`config.mk`:
```
export PLATFORM = sky130hd
export DESIGN_NAME = adaptive_threshold_detector_unit_flat
export DESIGN_NICKNAME = d
export VERILOG_FILES = /design/src/hw/rtl/atd_pkg.sv /design/src/hw/rtl/atd_in_if.sv /design/src/hw/rtl/atd_out_if.sv /design/src/hw/rtl/adaptive_threshold_detector_unit.sv /design/src/hw/rtl/atd_seq.sv /design/src/flat_wrapper.sv
export VERILOG_INCLUDE_DIRS = /design/src /design/src/hw/rtl
export SDC_FILE = /design/constraint.sdc
export NUM_CORES = 2
export LEC_CHECK = 0
export BUFFER_PORTS_ARGS = -buffer_cell sky130_fd_sc_hd__buf_2
export CORE_ASPECT_RATIO = 2
export CORE_MARGIN = 3
export CORE_UTILIZATION = 55
export CTS_BUF_LIST = sky130_fd_sc_hd__clkbuf_4 sky130_fd_sc_hd__clkbuf_8
export DETAILED_ROUTE_END_ITERATION = 16
export PLACE_DENSITY = 0.8
export SLEW_MARGIN = 20
export SYNTH_ARGS = -nofsm -noshare
export SYNTH_HDL_FRONTEND = slang
export SYNTH_HIERARCHICAL = 1
export SYNTH_SLANG_ARGS = --single-unit
```
`constraint.sdc`:
```
create_clock -name clk -period 12.4 [get_ports clk]
set_input_delay 2.48 -clock clk [delete_from_list [all_inputs] [get_ports clk]]
set_output_delay 2.48 -clock clk [all_outputs]
set_load 0.01 [all_outputs]
```
`src/hw/rtl/assert_macros.svh`:
```
// assertion macros of the top-level rtl file of the detector
// no dependencies; taken in by `include where a module asserts
`ifndef ASSERT_MACROS_SVH
`define ASSERT_MACROS_SVH

// clocked assertion, switched off while reset is held
`define ATD_ASSERT(LBL, CLK, RSTN, PROP, MSG) \
  LBL: assert property (@(posedge CLK) disable iff (!RSTN) PROP) else $error(MSG);

// clocked assertion that also holds through reset
`define ATD_ASSERT_ALWAYS(LBL, CLK, PROP, MSG) \
  LBL: assert property (@(posedge CLK) PROP) else $error(MSG);

`endif

```
`src/hw/rtl/atd_pkg.sv`:
```
// types, constants and microcode encodings of the adaptive threshold detector
// no dependencies; imported by the interfaces, the top level and the sequencer
package atd_pkg;

  // window length, must be a power of two (mean is a shift)
  localparam int WINDOW_LEN = 64;
  localparam int WIN_SHIFT  = $clog2(WINDOW_LEN);
  localparam int WIN_CNT_W  = $clog2(WINDOW_LEN + 1);

  localparam int SAMPLE_W   = 12;
  localparam int Q_W        = 28;
  localparam int FRAC_W     = 16;
  localparam int K_W        = 17;
  localparam int GAIN_W     = 16;
  localparam int GAIN_FRAC  = 12;
  localparam int MARGIN_W   = 29;
  localparam int PCNT_W     = 16;
  localparam int SUM_W      = Q_W + WIN_SHIFT;
  localparam int LIMIT_W    = Q_W + 2;

  // shared multiplier: signed difference or level times unsigned coefficient or gain
  localparam int MUL_A_W    = Q_W + 1;
  localparam int MUL_B_W    = K_W + 1;
  localparam int PROD_W     = MUL_A_W + MUL_B_W;
  localparam int BLEND_W    = PROD_W - FRAC_W;
  localparam int LVL_W      = PROD_W - GAIN_FRAC;

  localparam int CFG_IDX_W  = 3;
  localparam int CFG_DATA_W = MARGIN_W;

  localparam logic [K_W-1:0]   K_ONE     = K_W'(1) << FRAC_W;
  localparam logic [Q_W-1:0]   Q_MAX     = '1;
  localparam logic [GAIN_W-1:0] GAIN_RST = GAIN_W'(1) << GAIN_FRAC;

  typedef enum logic [CFG_IDX_W-1:0] {
    CFG_K_FAST,
    CFG_K_SLOW,
    CFG_K_THR,
    CFG_GAIN,
    CFG_MARGIN,
    CFG_PLIMIT,
    CFG_ENABLE,
    CFG_INIT_THR
  } cfg_reg_t;

  // datapath operation of one microcode step
  typedef enum logic [3:0] {
    OP_IDLE,
    OP_MUL_FAST,
    OP_ADD_FAST,
    OP_MUL_SLOW,
    OP_ADD_SLOW,
    OP_LEARN,
    OP_DIFF,
    OP_MUL_GAIN,
    OP_LEVEL,
    OP_MUL_THR,
    OP_ADD_THR,
    OP_LIMIT,
    OP_DETECT,
    OP_OUT
  } op_t;

  // sequencing of one microcode step
  typedef enum logic [1:0] {
    BR_NEXT,
    BR_WAIT_IN,
    BR_WAIT_OUT,
    BR_SKIP_WIN
  } br_t;

  typedef logic [3:0] step_t;

  localparam step_t ST_IDLE   = 4'd0;
  localparam step_t ST_DETECT = 4'd12;

  typedef struct packed {
    op_t   op;
    br_t   br;
    step_t target;
  } uword_t;

  typedef struct packed {
    logic in_valid;
    logic out_free;
    logic learn;
    logic win_full;
  } seq_status_t;

endpackage

```
`src/hw/rtl/atd_in_if.sv`:
```
// sample channel of the detector: valid, ready and one 12-bit sample
// depends on atd_pkg
interface atd_in_if
  import atd_pkg::*;
();
  logic                valid;
  logic                ready;
  logic [SAMPLE_W-1:0] sample;

  modport source (output valid, output sample, input ready);
  modport sink   (input valid, input sample, output ready);
endinterface

```
`src/hw/rtl/atd_out_if.sv`:
```
// result channel of the detector: averages, threshold and detect flag
// depends on atd_pkg
interface atd_out_if
  import atd_pkg::*;
();
  logic           valid;
  logic           ready;
  logic [Q_W-1:0] fast_value;
  logic [Q_W-1:0] slow_value;
  logic [Q_W-1:0] threshold_level;
  logic           detect;

  modport source (output valid, output fast_value, output slow_value,
                  output threshold_level, output detect, input ready);
  modport sink   (input valid, input fast_value, input slow_value,
                  input threshold_level, input detect, output ready);
endinterface

```
`src/hw/rtl/adaptive_threshold_detector_unit.sv`:
```
// top level of the adaptive threshold detector: config registers and datapath
// depends on atd_pkg, atd_in_if, atd_out_if, atd_seq and assert_macros.svh
//
//   channel  dir  payload                                          handshake
//   in_ch    in   sample[11:0]                                     valid/ready
//   out_ch   out  fast_value, slow_value, threshold_level, detect  valid/ready
//   cfg_*    in   cfg_index[2:0], cfg_data[28:0]                   cfg_we only
//
// a word runs idle, fast and slow blend, learn, detect, out, plus any out stall
// words ending a window add level and threshold steps, on one shared multiplier
// the next word is taken in the cycle after its result is loaded into out_ch
// synchronous active-low reset; config and state go to their reset values
// a held result stays in the output register while the next word is worked on
`include "assert_macros.svh"

module adaptive_threshold_detector_unit
  import atd_pkg::*;
(
  input  logic                  clk,
  input  logic                  rst_n,
  atd_in_if.sink                in_ch,
  atd_out_if.source             out_ch,
  input  logic                  cfg_we,
  input  logic [CFG_IDX_W-1:0]  cfg_index,
  input  logic [CFG_DATA_W-1:0] cfg_data
);

  // configuration
  logic [K_W-1:0]      k_fast_r, k_slow_r, k_thr_r;
  logic [GAIN_W-1:0]   gain_r;
  logic [MARGIN_W-1:0] margin_r;
  logic [PCNT_W-1:0]   plimit_r;
  logic                enable_r;

  // filter and window state
  logic [SAMPLE_W-1:0]  x_r;
  logic [Q_W-1:0]       fast_r, slow_r, peak_r, thr_r, level_r;
  logic [SUM_W-1:0]     sum_r;
  logic [WIN_CNT_W-1:0] win_cnt_r;
  logic [PCNT_W-1:0]    pcnt_r;
  logic                 flag_r;
  logic signed [PROD_W-1:0]  prod_r;
  logic signed [LIMIT_W-1:0] limit_r;

  // output register
  logic           out_valid_r;
  logic [Q_W-1:0] out_fast_r, out_slow_r, out_thr_r;
  logic           out_det_r;

  uword_t      uw;
  seq_status_t status;

  logic signed [MUL_A_W-1:0] mul_a;
  logic signed [MUL_B_W-1:0] mul_b;
  logic signed [PROD_W-1:0]  prod_nxt;
  logic [Q_W-1:0]            blend_y, blend_q, mean;
  logic [BLEND_W-1:0]        blend_sum;
  logic [LVL_W-1:0]          lvl_sum;
  logic [Q_W-1:0]            lvl_sat;
  logic signed [LIMIT_W-1:0] limit_nxt;
  logic signed [LIMIT_W-1:0] slow_s;
  logic                      learn, above, out_free;
  logic [K_W-1:0]            k_wr;
  cfg_reg_t                  cfg_sel;

  atd_seq u_seq (
    .clk      (clk),
    .rst_n    (rst_n),
    .status_i (status),
    .uword_o  (uw)
  );

  // ---------------------------------------------------------------- control
  assign out_free = !out_valid_r || out_ch.ready;
  assign in_ch.ready = (uw.op == OP_IDLE);

  assign slow_s = $signed({2'b00, slow_r});
  assign learn  = (slow_s < limit_r) || !enable_r;
  assign above  = (slow_s > limit_r) && enable_r;

  always_comb begin
    status.in_valid = in_ch.valid;
    status.out_free = out_free;
    status.learn    = learn;
    status.win_full = (win_cnt_r == WIN_CNT_W'(WINDOW_LEN - 1));
  end

  // ------------------------------------------------------ shared multiplier
  // blend is y + ((x - y) * k) >>> 16, exact against the two-term form
  always_comb begin
    mul_a = '0;
    mul_b = '0;
    case (uw.op)
      OP_MUL_FAST: begin
        mul_a = $signed({1'b0, x_r, {FRAC_W{1'b0}}}) - $signed({1'b0, fast_r});
        mul_b = $signed({1'b0, k_fast_r});
      end
      OP_MUL_SLOW: begin
        mul_a = $signed({1'b0, fast_r}) - $signed({1'b0, slow_r});
        mul_b = $signed({1'b0, k_slow_r});
      end
      OP_MUL_GAIN: begin
        mul_a = $signed({1'b0, level_r});
        mul_b = $signed({2'b00, gain_r});
      end
      OP_MUL_THR: begin
        mul_a = $signed({1'b0, level_r}) - $signed({1'b0, thr_r});
        mul_b = $signed({1'b0, k_thr_r});
      end
      default: begin
        mul_a = '0;
        mul_b = '0;
      end
    endcase
  end

  assign prod_nxt = mul_a * mul_b;

  // shared blend adder, result always lies between the two inputs
  always_comb begin
    case (uw.op)
      OP_ADD_FAST: blend_y = fast_r;
      OP_ADD_SLOW: blend_y = slow_r;
      default:     blend_y = thr_r;
    endcase
  end

  assign blend_sum = {{(BLEND_W - Q_W){1'b0}}, blend_y} + prod_r[PROD_W-1:FRAC_W];
  assign blend_q   = blend_sum[Q_W-1:0];

  // window mean and gained level
  assign mean    = sum_r[SUM_W-1:WIN_SHIFT];
  assign lvl_sum = prod_r[PROD_W-1:GAIN_FRAC] + {{(LVL_W - Q_W){1'b0}}, mean};
  assign lvl_sat = (lvl_sum > {{(LVL_W - Q_W){1'b0}}, Q_MAX}) ? Q_MAX : lvl_sum[Q_W-1:0];

  // threshold plus margin, wide enough never to wrap
  assign limit_nxt = $signed({2'b00, thr_r}) + $signed({margin_r[MARGIN_W-1], margin_r});

  // ---------------------------------------------------------- config port
  assign cfg_sel = cfg_reg_t'(cfg_index);
  // coefficients above one are held at one
  assign k_wr = (cfg_data[K_W-1:0] > K_ONE) ? K_ONE : cfg_data[K_W-1:0];

  always_ff @(posedge clk) begin
    if (!rst_n) begin
      k_fast_r <= K_ONE;
      k_slow_r <= K_ONE;
      k_thr_r  <= K_ONE;
      gain_r   <= GAIN_RST;
      margin_r <= '0;
      plimit_r <= '0;
      enable_r <= 1'b0;
    end else if (cfg_we) begin
      unique case (cfg_sel)
        CFG_K_FAST:   k_fast_r <= k_wr;
        CFG_K_SLOW:   k_slow_r <= k_wr;
        CFG_K_THR:    k_thr_r  <= k_wr;
        CFG_GAIN:     gain_r   <= cfg_data[GAIN_W-1:0];
        CFG_MARGIN:   margin_r <= cfg_data[MARGIN_W-1:0];
        CFG_PLIMIT:   plimit_r <= cfg_data[PCNT_W-1:0];
        CFG_ENABLE:   enable_r <= cfg_data[0];
        CFG_INIT_THR: ;
        default: ;
      endcase
    end
  end

  // ---------------------------------------------------------- payload regs
  always_ff @(posedge clk) begin
    prod_r <= prod_nxt;
    if (in_ch.valid && in_ch.ready) begin
      x_r <= in_ch.sample;
    end
    if (uw.op == OP_ADD_SLOW || uw.op == OP_LIMIT) begin
      limit_r <= limit_nxt;
    end
    if (uw.op == OP_DIFF) begin
      level_r <= (peak_r > mean) ? peak_r - mean : '0;
    end else if (uw.op == OP_LEVEL) begin
      level_r <= lvl_sat;
    end
  end

  // ---------------------------------------------------------- state regs
  always_ff @(posedge clk) begin
    if (!rst_n) begin
      fast_r    <= '0;
      slow_r    <= '0;
      sum_r     <= '0;
      win_cnt_r <= '0;
      peak_r    <= '0;
      thr_r     <= Q_MAX;
      pcnt_r    <= '0;
      flag_r    <= 1'b0;
    end else begin
      if (cfg_we && cfg_sel == CFG_INIT_THR) begin
        thr_r <= cfg_data[Q_W-1:0];
      end else if (uw.op == OP_ADD_THR) begin
        thr_r <= blend_q;
      end
      case (uw.op)
        OP_ADD_FAST: fast_r <= blend_q;
        OP_ADD_SLOW: slow_r <= blend_q;
        OP_LEARN: begin
          if (learn) begin
            flag_r <= 1'b0;
            pcnt_r <= '0;
            sum_r  <= sum_r + {{(SUM_W - Q_W){1'b0}}, slow_r};
            if (peak_r < slow_r) begin
              peak_r <= slow_r;
            end
            // window full: count restarts, sum and peak clear after the level
            win_cnt_r <= status.win_full ? '0 : win_cnt_r + WIN_CNT_W'(1);
          end
        end
        OP_ADD_THR: begin
          sum_r  <= '0;
          peak_r <= '0;
        end
        OP_DETECT: begin
          if (above) begin
            if (pcnt_r >= plimit_r) begin
              flag_r <= 1'b1;
            end else begin
              pcnt_r <= pcnt_r + PCNT_W'(1);
            end
          end
        end
        default: ;
      endcase
    end
  end

  // ---------------------------------------------------------- output reg
  always_ff @(posedge clk) begin
    if (!rst_n) begin
      out_valid_r <= 1'b0;
    end else if (uw.op == OP_OUT && out_free) begin
      out_valid_r <= 1'b1;
    end else if (out_ch.ready) begin
      out_valid_r <= 1'b0;
    end
  end

  always_ff @(posedge clk) begin
    if (uw.op == OP_OUT && out_free) begin
      out_fast_r <= fast_r;
      out_slow_r <= slow_r;
      out_thr_r  <= thr_r;
      out_det_r  <= flag_r;
    end
  end

  assign out_ch.valid           = out_valid_r;
  assign out_ch.fast_value      = out_fast_r;
  assign out_ch.slow_value      = out_slow_r;
  assign out_ch.threshold_level = out_thr_r;
  assign out_ch.detect          = out_det_r;

  // ---------------------------------------------------------- assertions
  `ATD_ASSERT(a_one_word_in_flight, clk, rst_n, (in_ch.valid && in_ch.ready) |=> !in_ch.ready, "second word taken while one is in work")
  `ATD_ASSERT(a_window_bound, clk, rst_n, win_cnt_r < WIN_CNT_W'(WINDOW_LEN), "window count past window length")
  `ATD_ASSERT(a_detect_needs_enable, clk, rst_n, $rose(flag_r) |-> enable_r, "detect raised with detection disabled")
  `ATD_ASSERT(a_out_from_program, clk, rst_n, $rose(out_valid_r) |-> $past(uw.op == OP_OUT), "result shown outside the output step")

endmodule

```
`src/hw/rtl/atd_seq.sv`:
```
// microcode sequencer: step counter, control store and branch logic
// depends on atd_pkg
module atd_seq
  import atd_pkg::*;
(
  input  logic        clk,
  input  logic        rst_n,
  input  seq_status_t status_i,
  output uword_t      uword_o
);

  step_t step_r, step_nxt;
  uword_t uw;

  // control store
  function automatic uword_t ucode(step_t s);
    uword_t w;
    w = '{op: OP_IDLE, br: BR_WAIT_IN, target: ST_IDLE};
    unique case (s)
      4'd0:    w = '{op: OP_IDLE,     br: BR_WAIT_IN,  target: ST_IDLE};
      4'd1:    w = '{op: OP_MUL_FAST, br: BR_NEXT,     target: ST_IDLE};
      4'd2:    w = '{op: OP_ADD_FAST, br: BR_NEXT,     target: ST_IDLE};
      4'd3:    w = '{op: OP_MUL_SLOW, br: BR_NEXT,     target: ST_IDLE};
      4'd4:    w = '{op: OP_ADD_SLOW, br: BR_NEXT,     target: ST_IDLE};
      4'd5:    w = '{op: OP_LEARN,    br: BR_SKIP_WIN, target: ST_DETECT};
      4'd6:    w = '{op: OP_DIFF,     br: BR_NEXT,     target: ST_IDLE};
      4'd7:    w = '{op: OP_MUL_GAIN, br: BR_NEXT,     target: ST_IDLE};
      4'd8:    w = '{op: OP_LEVEL,    br: BR_NEXT,     target: ST_IDLE};
      4'd9:    w = '{op: OP_MUL_THR,  br: BR_NEXT,     target: ST_IDLE};
      4'd10:   w = '{op: OP_ADD_THR,  br: BR_NEXT,     target: ST_IDLE};
      4'd11:   w = '{op: OP_LIMIT,    br: BR_NEXT,     target: ST_IDLE};
      4'd12:   w = '{op: OP_DETECT,   br: BR_NEXT,     target: ST_IDLE};
      4'd13:   w = '{op: OP_OUT,      br: BR_WAIT_OUT, target: ST_IDLE};
      default: w = '{op: OP_IDLE,     br: BR_WAIT_IN,  target: ST_IDLE};
    endcase
    return w;
  endfunction

  always_comb begin
    uw = ucode(step_r);
  end

  always_comb begin
    step_nxt = step_r;
    unique case (uw.br)
      BR_NEXT:     step_nxt = step_r + step_t'(1);
      BR_WAIT_IN:  step_nxt = status_i.in_valid ? step_r + step_t'(1) : step_r;
      BR_WAIT_OUT: step_nxt = status_i.out_free ? uw.target : step_r;
      BR_SKIP_WIN: begin
        step_nxt = (status_i.learn && status_i.win_full) ? step_r + step_t'(1)
                                                         : uw.target;
      end
      default:     step_nxt = ST_IDLE;
    endcase
  end

  always_ff @(posedge clk) begin
    if (!rst_n) begin
      step_r <= ST_IDLE;
    end else begin
      step_r <= step_nxt;
    end
  end

  assign uword_o = uw;

endmodule
```
`src/flat_wrapper.sv`:
```
// flat-port wrapper written by rule: the top's interface ports become plain ports
module adaptive_threshold_detector_unit_flat import atd_pkg::*;
  (clk, rst_n, cfg_we, cfg_index, cfg_data, in_ch_valid, in_ch_sample, in_ch_ready, out_ch_valid, out_ch_fast_value, out_ch_slow_value, out_ch_threshold_level, out_ch_detect, out_ch_ready);
  atd_in_if in_ch_i ();
  atd_out_if out_ch_i ();
  input  logic clk;
  input  logic rst_n;
  input  logic cfg_we;
  input  logic [CFG_IDX_W-1:0] cfg_index;
  input  logic [CFG_DATA_W-1:0] cfg_data;
  input wire logic [$bits(in_ch_i.valid)-1:0] in_ch_valid;
  input wire logic [$bits(in_ch_i.sample)-1:0] in_ch_sample;
  output wire logic [$bits(in_ch_i.ready)-1:0] in_ch_ready;
  output wire logic [$bits(out_ch_i.valid)-1:0] out_ch_valid;
  output wire logic [$bits(out_ch_i.fast_value)-1:0] out_ch_fast_value;
  output wire logic [$bits(out_ch_i.slow_value)-1:0] out_ch_slow_value;
  output wire logic [$bits(out_ch_i.threshold_level)-1:0] out_ch_threshold_level;
  output wire logic [$bits(out_ch_i.detect)-1:0] out_ch_detect;
  input wire logic [$bits(out_ch_i.ready)-1:0] out_ch_ready;
  assign in_ch_i.valid = in_ch_valid;
  assign in_ch_i.sample = in_ch_sample;
  assign in_ch_ready = in_ch_i.ready;
  assign out_ch_valid = out_ch_i.valid;
  assign out_ch_fast_value = out_ch_i.fast_value;
  assign out_ch_slow_value = out_ch_i.slow_value;
  assign out_ch_threshold_level = out_ch_i.threshold_level;
  assign out_ch_detect = out_ch_i.detect;
  assign out_ch_i.ready = out_ch_ready;
  adaptive_threshold_detector_unit u_core (.clk(clk), .rst_n(rst_n), .in_ch(in_ch_i), .out_ch(out_ch_i), .cfg_we(cfg_we), .cfg_index(cfg_index), .cfg_data(cfg_data));
endmodule
```
Yosys cells after proc, flatten, opt, wreduce, memory -nomap -nowiden
Memory sizes are Yosys's and may differ from the RTL's. A register that Yosys moved wholly into a read port is not among the register bits.
Index checks and enable logic that the tools add are counted.
{"block": "word_totals", "wordCells": 139, "n_memories": 1, "input_bits": 49, "output_inout_bits": 87, "mem_bits_ro": 128, "ff_bits": 490}
{"name": "(name not given)", "depth": 16, "word_bits": 8, "rd": 1, "rd_clocked_by_memory_dff": 1, "wr": 0, "line": "atd_seq.sv:19", "source": "unique case (s)"}
{"block": "classes", "n_addsub": 11, "n_reduce_logical": 31, "eq_ne": 31, "magnitude_cmp": 7, "n_mux": 32, "multipliers": 1}
{"op": "28-bit 2-to-1 mux", "n": 8}
{"op": "29-bit case mux with 4 select lines", "n": 1}
{"op": "28-bit case mux with 2 select lines", "n": 2}
{"op": "28-bit by 28-bit subtractor with 29-bit output", "n": 3}
{"op": "17-bit case mux with 4 select lines", "n": 1}
{"op": "34-bit case mux with 2 select lines", "n": 1}
{"op": "16-bit 2-to-1 mux", "n": 3}
{"op": "29-bit by 18-bit multiplier with 47-bit output", "n": 1}
{"op": "35-bit by 28-bit adder with 35-bit output", "n": 1}
{"op": "35-bit by 28-bit > comparator with 1-bit output (second input constant)", "n": 1}
{"op": "34-bit by 28-bit adder with 34-bit output", "n": 1}
{"op": "34-bit 2-to-1 mux", "n": 1}
{"op": "16-bit case mux with 2 select lines", "n": 1}
{"op": "29-bit by 29-bit adder with 30-bit output", "n": 1}
{"op": "29-bit by 30-bit > comparator with 1-bit output", "n": 1}
{"op": "29-bit by 30-bit less-than comparator with 1-bit output", "n": 1}
{"op": "28-bit adder", "n": 1}
{"op": "28-bit > comparator", "n": 1}
{"op": "28-bit less-than comparator", "n": 1}
{"op": "28-bit subtractor", "n": 1}
{"op": "4-bit equality test (second input constant)", "n": 6}
{"op": "4-bit 2-to-1 mux", "n": 5}
{"op": "2-bit AND reduction", "n": 10}
{"op": "17-bit > comparator (second input constant)", "n": 1}
{"op": "29 further kinds", "n": 59}

Longest topological paths before layout
{"block": "logic_depth", "depth_word": 7, "depth_mapped": 37, "depth_no_buf": 36}

Modules after synthesis
Netlist, hierarchy kept.
{"module": "adaptive_threshold_detector_unit", "n_inst": 1, "area_per_inst_um2": 47032.6, "seq_area_each_um2": 11040.6, "cells_per_inst": 5514}
{"module": "atd_seq", "n_inst": 1, "area_per_inst_um2": 524.3, "seq_area_each_um2": 220.2, "cells_per_inst": 52}

Worst setup path after synthesis
OpenSTA, ideal clock, no wires.
{"block": "synth_path", "path_type": "register to register", "start": "register u_core.fast_r[0]", "end": "register u_core.prod_r[40]", "synth_period_minus_slack_ns": 8.939, "slack_ns": 3.461, "t_arrival_ns": 8.867, "t_required_ns": 12.328, "setup_ns": 0.072, "stages_incl_launch_ff": 36, "n_path_buf": 0, "cell_sequence": "dfxtp_1 -> inv_1 -> ha_1 -> inv_1 -> fa_1 -> a21o_1 -> a21oi_1 -> nor2_1 -> a41oi_1 -> a31oi_1 -> nor2_1 -> o21ai_0 -> xor2_1 -> a211oi_1 -> nor2_1 -> fa_1 -> inv_1 -> fa_1 -> fa_1 -> inv_1 -> fa_1 -> fa_1 -> inv_1 -> fa_1 -> inv_1 -> ha_1 -> a21oi_1 -> o21ai_0 -> o21ai_0 -> a21oi_1 -> o41a_1 -> or2_2 -> o41ai_2 -> o21ai_0 -> o41ai_1 -> xnor2_1"}
{"block": "synth_via", "elab_chain_cells": 3, "elab_cells_between_ends": 4, "cone_classes": "add/sub: 2; mul: 1; mux: 1"}
{"item": "start: declaration", "line": "adaptive_threshold_detector_unit.sv:37", "source": "logic [Q_W-1:0] fast_r, slow_r, peak_r, thr_r, level_r;"}
{"item": "start signal: assignment", "line": "adaptive_threshold_detector_unit.sv:202", "source": "OP_ADD_FAST: fast_r <= blend_q;"}
{"item": "28-bit by 28-bit subtractor with 29-bit output, on equally long branches", "line": "adaptive_threshold_detector_unit.sv:99, adaptive_threshold_detector_unit.sv:95"}
{"item": "29-bit case mux with 4 select lines *", "line": "adaptive_threshold_detector_unit.sv:93", "source": "case (uw.op)"}
{"item": "29-bit by 18-bit multiplier with 47-bit output *", "line": "adaptive_threshold_detector_unit.sv:117", "source": "assign prod_nxt = mul_a * mul_b;"}
{"item": "via u_core.prod_nxt[40]", "line": "adaptive_threshold_detector_unit.sv:55", "source": "logic signed [PROD_W-1:0] prod_nxt;"}
{"item": "end signal: assignment", "line": "adaptive_threshold_detector_unit.sv:170", "source": "prod_r <= prod_nxt;"}
{"item": "end: declaration", "line": "adaptive_threshold_detector_unit.sv:42", "source": "logic signed [PROD_W-1:0] prod_r;"}
The timed path passes the listed nets; every way through them passes the cells marked *.
A chain may end at the register's enable or synchronous reset.

Final worst setup path
{"block": "layout_path", "start": "register u_core.slow_r[0]", "end": "register u_core.prod_r[40]"}
{"block": "layout_via", "elab_chain_cells": 3}
{"item": "start: declaration", "line": "adaptive_threshold_detector_unit.sv:37"}
{"item": "start signal: assignment", "line": "adaptive_threshold_detector_unit.sv:203", "source": "OP_ADD_SLOW: slow_r <= blend_q;"}
{"item": "28-bit by 28-bit subtractor with 29-bit output", "line": "adaptive_threshold_detector_unit.sv:99", "source": "mul_a = $signed({1'b0, fast_r}) - $signed({1'b0, slow_r});"}
{"item": "29-bit case mux with 4 select lines", "line": "adaptive_threshold_detector_unit.sv:93"}
{"item": "29-bit by 18-bit multiplier with 47-bit output", "line": "adaptive_threshold_detector_unit.sv:117"}
{"item": "via u_core.prod_nxt[40]", "line": "adaptive_threshold_detector_unit.sv:55"}
The timed path passes the listed nets, and every way through them passes these cells.

==> impl_metrics.json <==
{
  "drc_errors": 0,
  "core_sq_mm": 0.08521,
  "maxCapViolations": 0,
  "finalWirelength_microns": 163900,
  "drtAntennaViolNets": 0,
  "slew_violations": 0,
  "dp_hpwl_microns": 129100,
  "worstSetupPathType": "flip-flop to flip-flop",
  "use_met3": 0.05549,
  "rows": 151,
  "area_delta_synth_final_pct": 7.587,
  "cts_hold_buffers": 0,
  "min_period_ps": 10750,
  "path_common_cell": "fa_1",
  "drive_above_1_share": 0.07901,
  "setup_viol_count_final": 0,
  "rr_worst_depth": 33,
  "required_ps": 13050,
  "hold_depth": 2,
  "grt_util_met1": 0.3617,
  "fin_skew_ps": 49.16,
  "clock_path_buffers": 3,
  "cts_tree": "yes",
  "post_drt_wl_per_cell_microns": 24.04,
  "r2r_setup_slack_ps": 1650,
  "r2r-start": "u_core/slow_r[0]$_SDFFE_PN0N_",
  "path_delay_family": "compound AO/OA/AOI/OAI gates",
  "vias": 42120,
  "io-pin-count": 136,
  "firstDrtPassIters": 9,
  "yosysWarningCount": 6,
  "fmax_mhz": 92.99,
  "cts.clk_slew.worst_paths_ps": 80,
  "slew_headroom": 0.2209,
  "clock_latency_ps": 760,
  "grtUsageTotal": 0.3635,
  "hold_violations": 0,
  "fin_crit_sh": 0.8672,
  "worst_pin_slew_ps": 1162,
  "syn_area_per_cell_sq_um": 8.546,
  "holdPathEnd": "u_core/win_cnt_r[6]$_SDFFE_PN0P_",
  "start_kind": "flip-flop",
  "antenna_found_initial": 6,
  "vdd_drop_max_mv": 0.1095,
  "syn_area_sq_mm": 0.04753,
  "via_per_inst": 6.176,
  "grt_max_degree": 133,
  "first_iter_violations": 3731,
  "fin_setup_tns_ps": 0,
  "gp_congestion": 1.064,
  "cts_buffers": 68,
  "slowest_delay_ps": 870,
  "min_from": "u_core/win_cnt_r[6]$_SDFFE_PN0P_",
  "status": "finished, final reports clean",
  "grt_pass1_vias": 43920,
  "path_depth": 33,
  "crit_arrival_ps": 11400,
  "fillers": 7428,
  "cts_resized": 0,
  "post-cts-setup-buffer-count": 0,
  "clock_sinks": 485,
  "hp-class": "flip-flop to flip-flop",
  "timing.rr.end": "u_core/prod_r[40]$_DFF_P_",
  "die_x_microns": 213.9,
  "die_y_microns": 421.7,
  "cp_max_fo": 17,
  "nNetsFinal": 6538,
  "critPathSlowestCell": "a21boi_2",
  "p_leak_uw": 0.02318,
  "p_per_area_mw_per_mm2": 117.0,
  "overflow": 0,
  "port_buffers": 135,
  "syn_nets": 6483,
  "grt_pass1_wl_microns": 246700,
  "end_kind": "flip-flop",
  "met2_usage": 0.6285,
  "synthCells": 5562,
  "top_usage_layer": "met2",
  "rsz0062_at_grt": "no",
  "cts_max_level": 3,
  "power_uw": 5983,
  "cp_num_buf_inv": 5,
  "initial_core_util": 0.5578,
  "die_area_sq_mm": 0.09020,
  "cts-root-buf": "clkbuf_8"
}
-- final cells by class --
class                   instances  area, sq um  area share
repair buffers                203         1199     0.02344
inverters                     780         2933     0.05735
clock buffers                  92         1179     0.02305
flip-flops and latches        485        11260      0.2202
clock inverters                31        416.7    0.008148
diodes                          3        7.507   0.0001468
multi-input cells            4079        32710      0.6396
well taps                    1147         1435     0.02806
-- per-stage QoR --
stage,area (sq um),instances,setup slack (ps),utilization,hold slack [ps]
after floorplan,47530,5562,3461,-,408.8
after global placement,49510,6694,1998,0.5811,420.8
after detailed placement,49530,6694,1856,0.5812,422.4
after CTS,51120,6817,1810,0.6000,433.7
after global routing,51130,6818,1341,0.6001,469.5
final,51140,6820,1646,0.6001,439.2
-- state kept, by name, summed over array words and instances, names as in the netlist, 12 cells and up --
| name | count |
|---|---|
| u_core/slow_r | 28 |
| u_core/limit_r | 30 |
| u_core/out_ch.fast_value | 28 |
| u_core/pcnt_r | 16 |
| u_core/out_ch.threshold_level | 28 |
| u_core/thr_r | 28 |
| u_core/plimit_r | 16 |
| u_core/x_r | 12 |
| u_core/gain_r | 16 |
| u_core/prod_r | 35 |
| u_core/k_thr_r | 17 |
| u_core/peak_r | 28 |
| u_core/k_fast_r | 17 |
| u_core/sum_r | 34 |
| u_core/k_slow_r | 17 |
| u_core/fast_r | 28 |
| u_core/out_ch.slow_value | 28 |
| u_core/margin_r | 29 |
| u_core/level_r | 28 |
-- cells in the final DEF (no fill, tap or decap), types with 81 or more instances in the layout --
master    count
xor2_1       81
dfxtp_1     330
a21oi_1     400
o21ai_0     197
inv_1       779
edfxtp_1    155
ha_1        391
nor2_1      474
xnor2_1     150
buf_2       135
fa_1        481
a21o_1      126
nand3_1     110
nand2_1     715
-- power by group --
| part | switching (uW) | internal (uW) | total, uW | leakage [uW] |
|---|---|---|---|---|
| clock network | 700 | 801 | 1500 | 0.000820 |
| logic | 1700 | 905 | 2600 | 0.0183 |
| registers | 128 | 1750 | 1880 | 0.00409 |
-- worst reg2reg max path: cells and delay by family (launching register included) --
| kind | cells | cell delay (ps) |
|---|---|---|
| fa+ha+maj | 8 | 3570 |
| xor+xnor | 2 | 380 |
| buf+inv | 5 | 260 |
| compound gates | 15 | 5350 |
| flops | 1 | 460 |
| simple gates | 3 | 660 |
-- metal layers --
metal / up-vias / share of wire
li1: 18720 / -
met1: 20400 / 0.32
met2: 2162 / 0.50
met3: 839 / 0.069
met4: 6 / 0.12
met5: - / 0.00025
-- how the worst max path moves through the flow --
stage	startpoint	endpoint
CTS	u_core/slow_r[0]$_SDFFE_PN0N_	u_core/prod_r[40]$_DFF_P_
finish	u_core/slow_r[0]$_SDFFE_PN0N_	u_core/prod_r[40]$_DFF_P_
global route	u_core/slow_r[0]$_SDFFE_PN0N_	u_core/prod_r[40]$_DFF_P_
detailed placement	u_core/slow_r[0]$_SDFFE_PN0N_	u_core/prod_r[40]$_DFF_P_
global placement	u_core/slow_r[0]$_SDFFE_PN0N_	u_core/prod_r[40]$_DFF_P_
floorplan	u_core/fast_r[0]$_SDFFE_PN0N_	u_core/prod_r[40]$_DFF_P_
(Power assumes the default switching activity.)
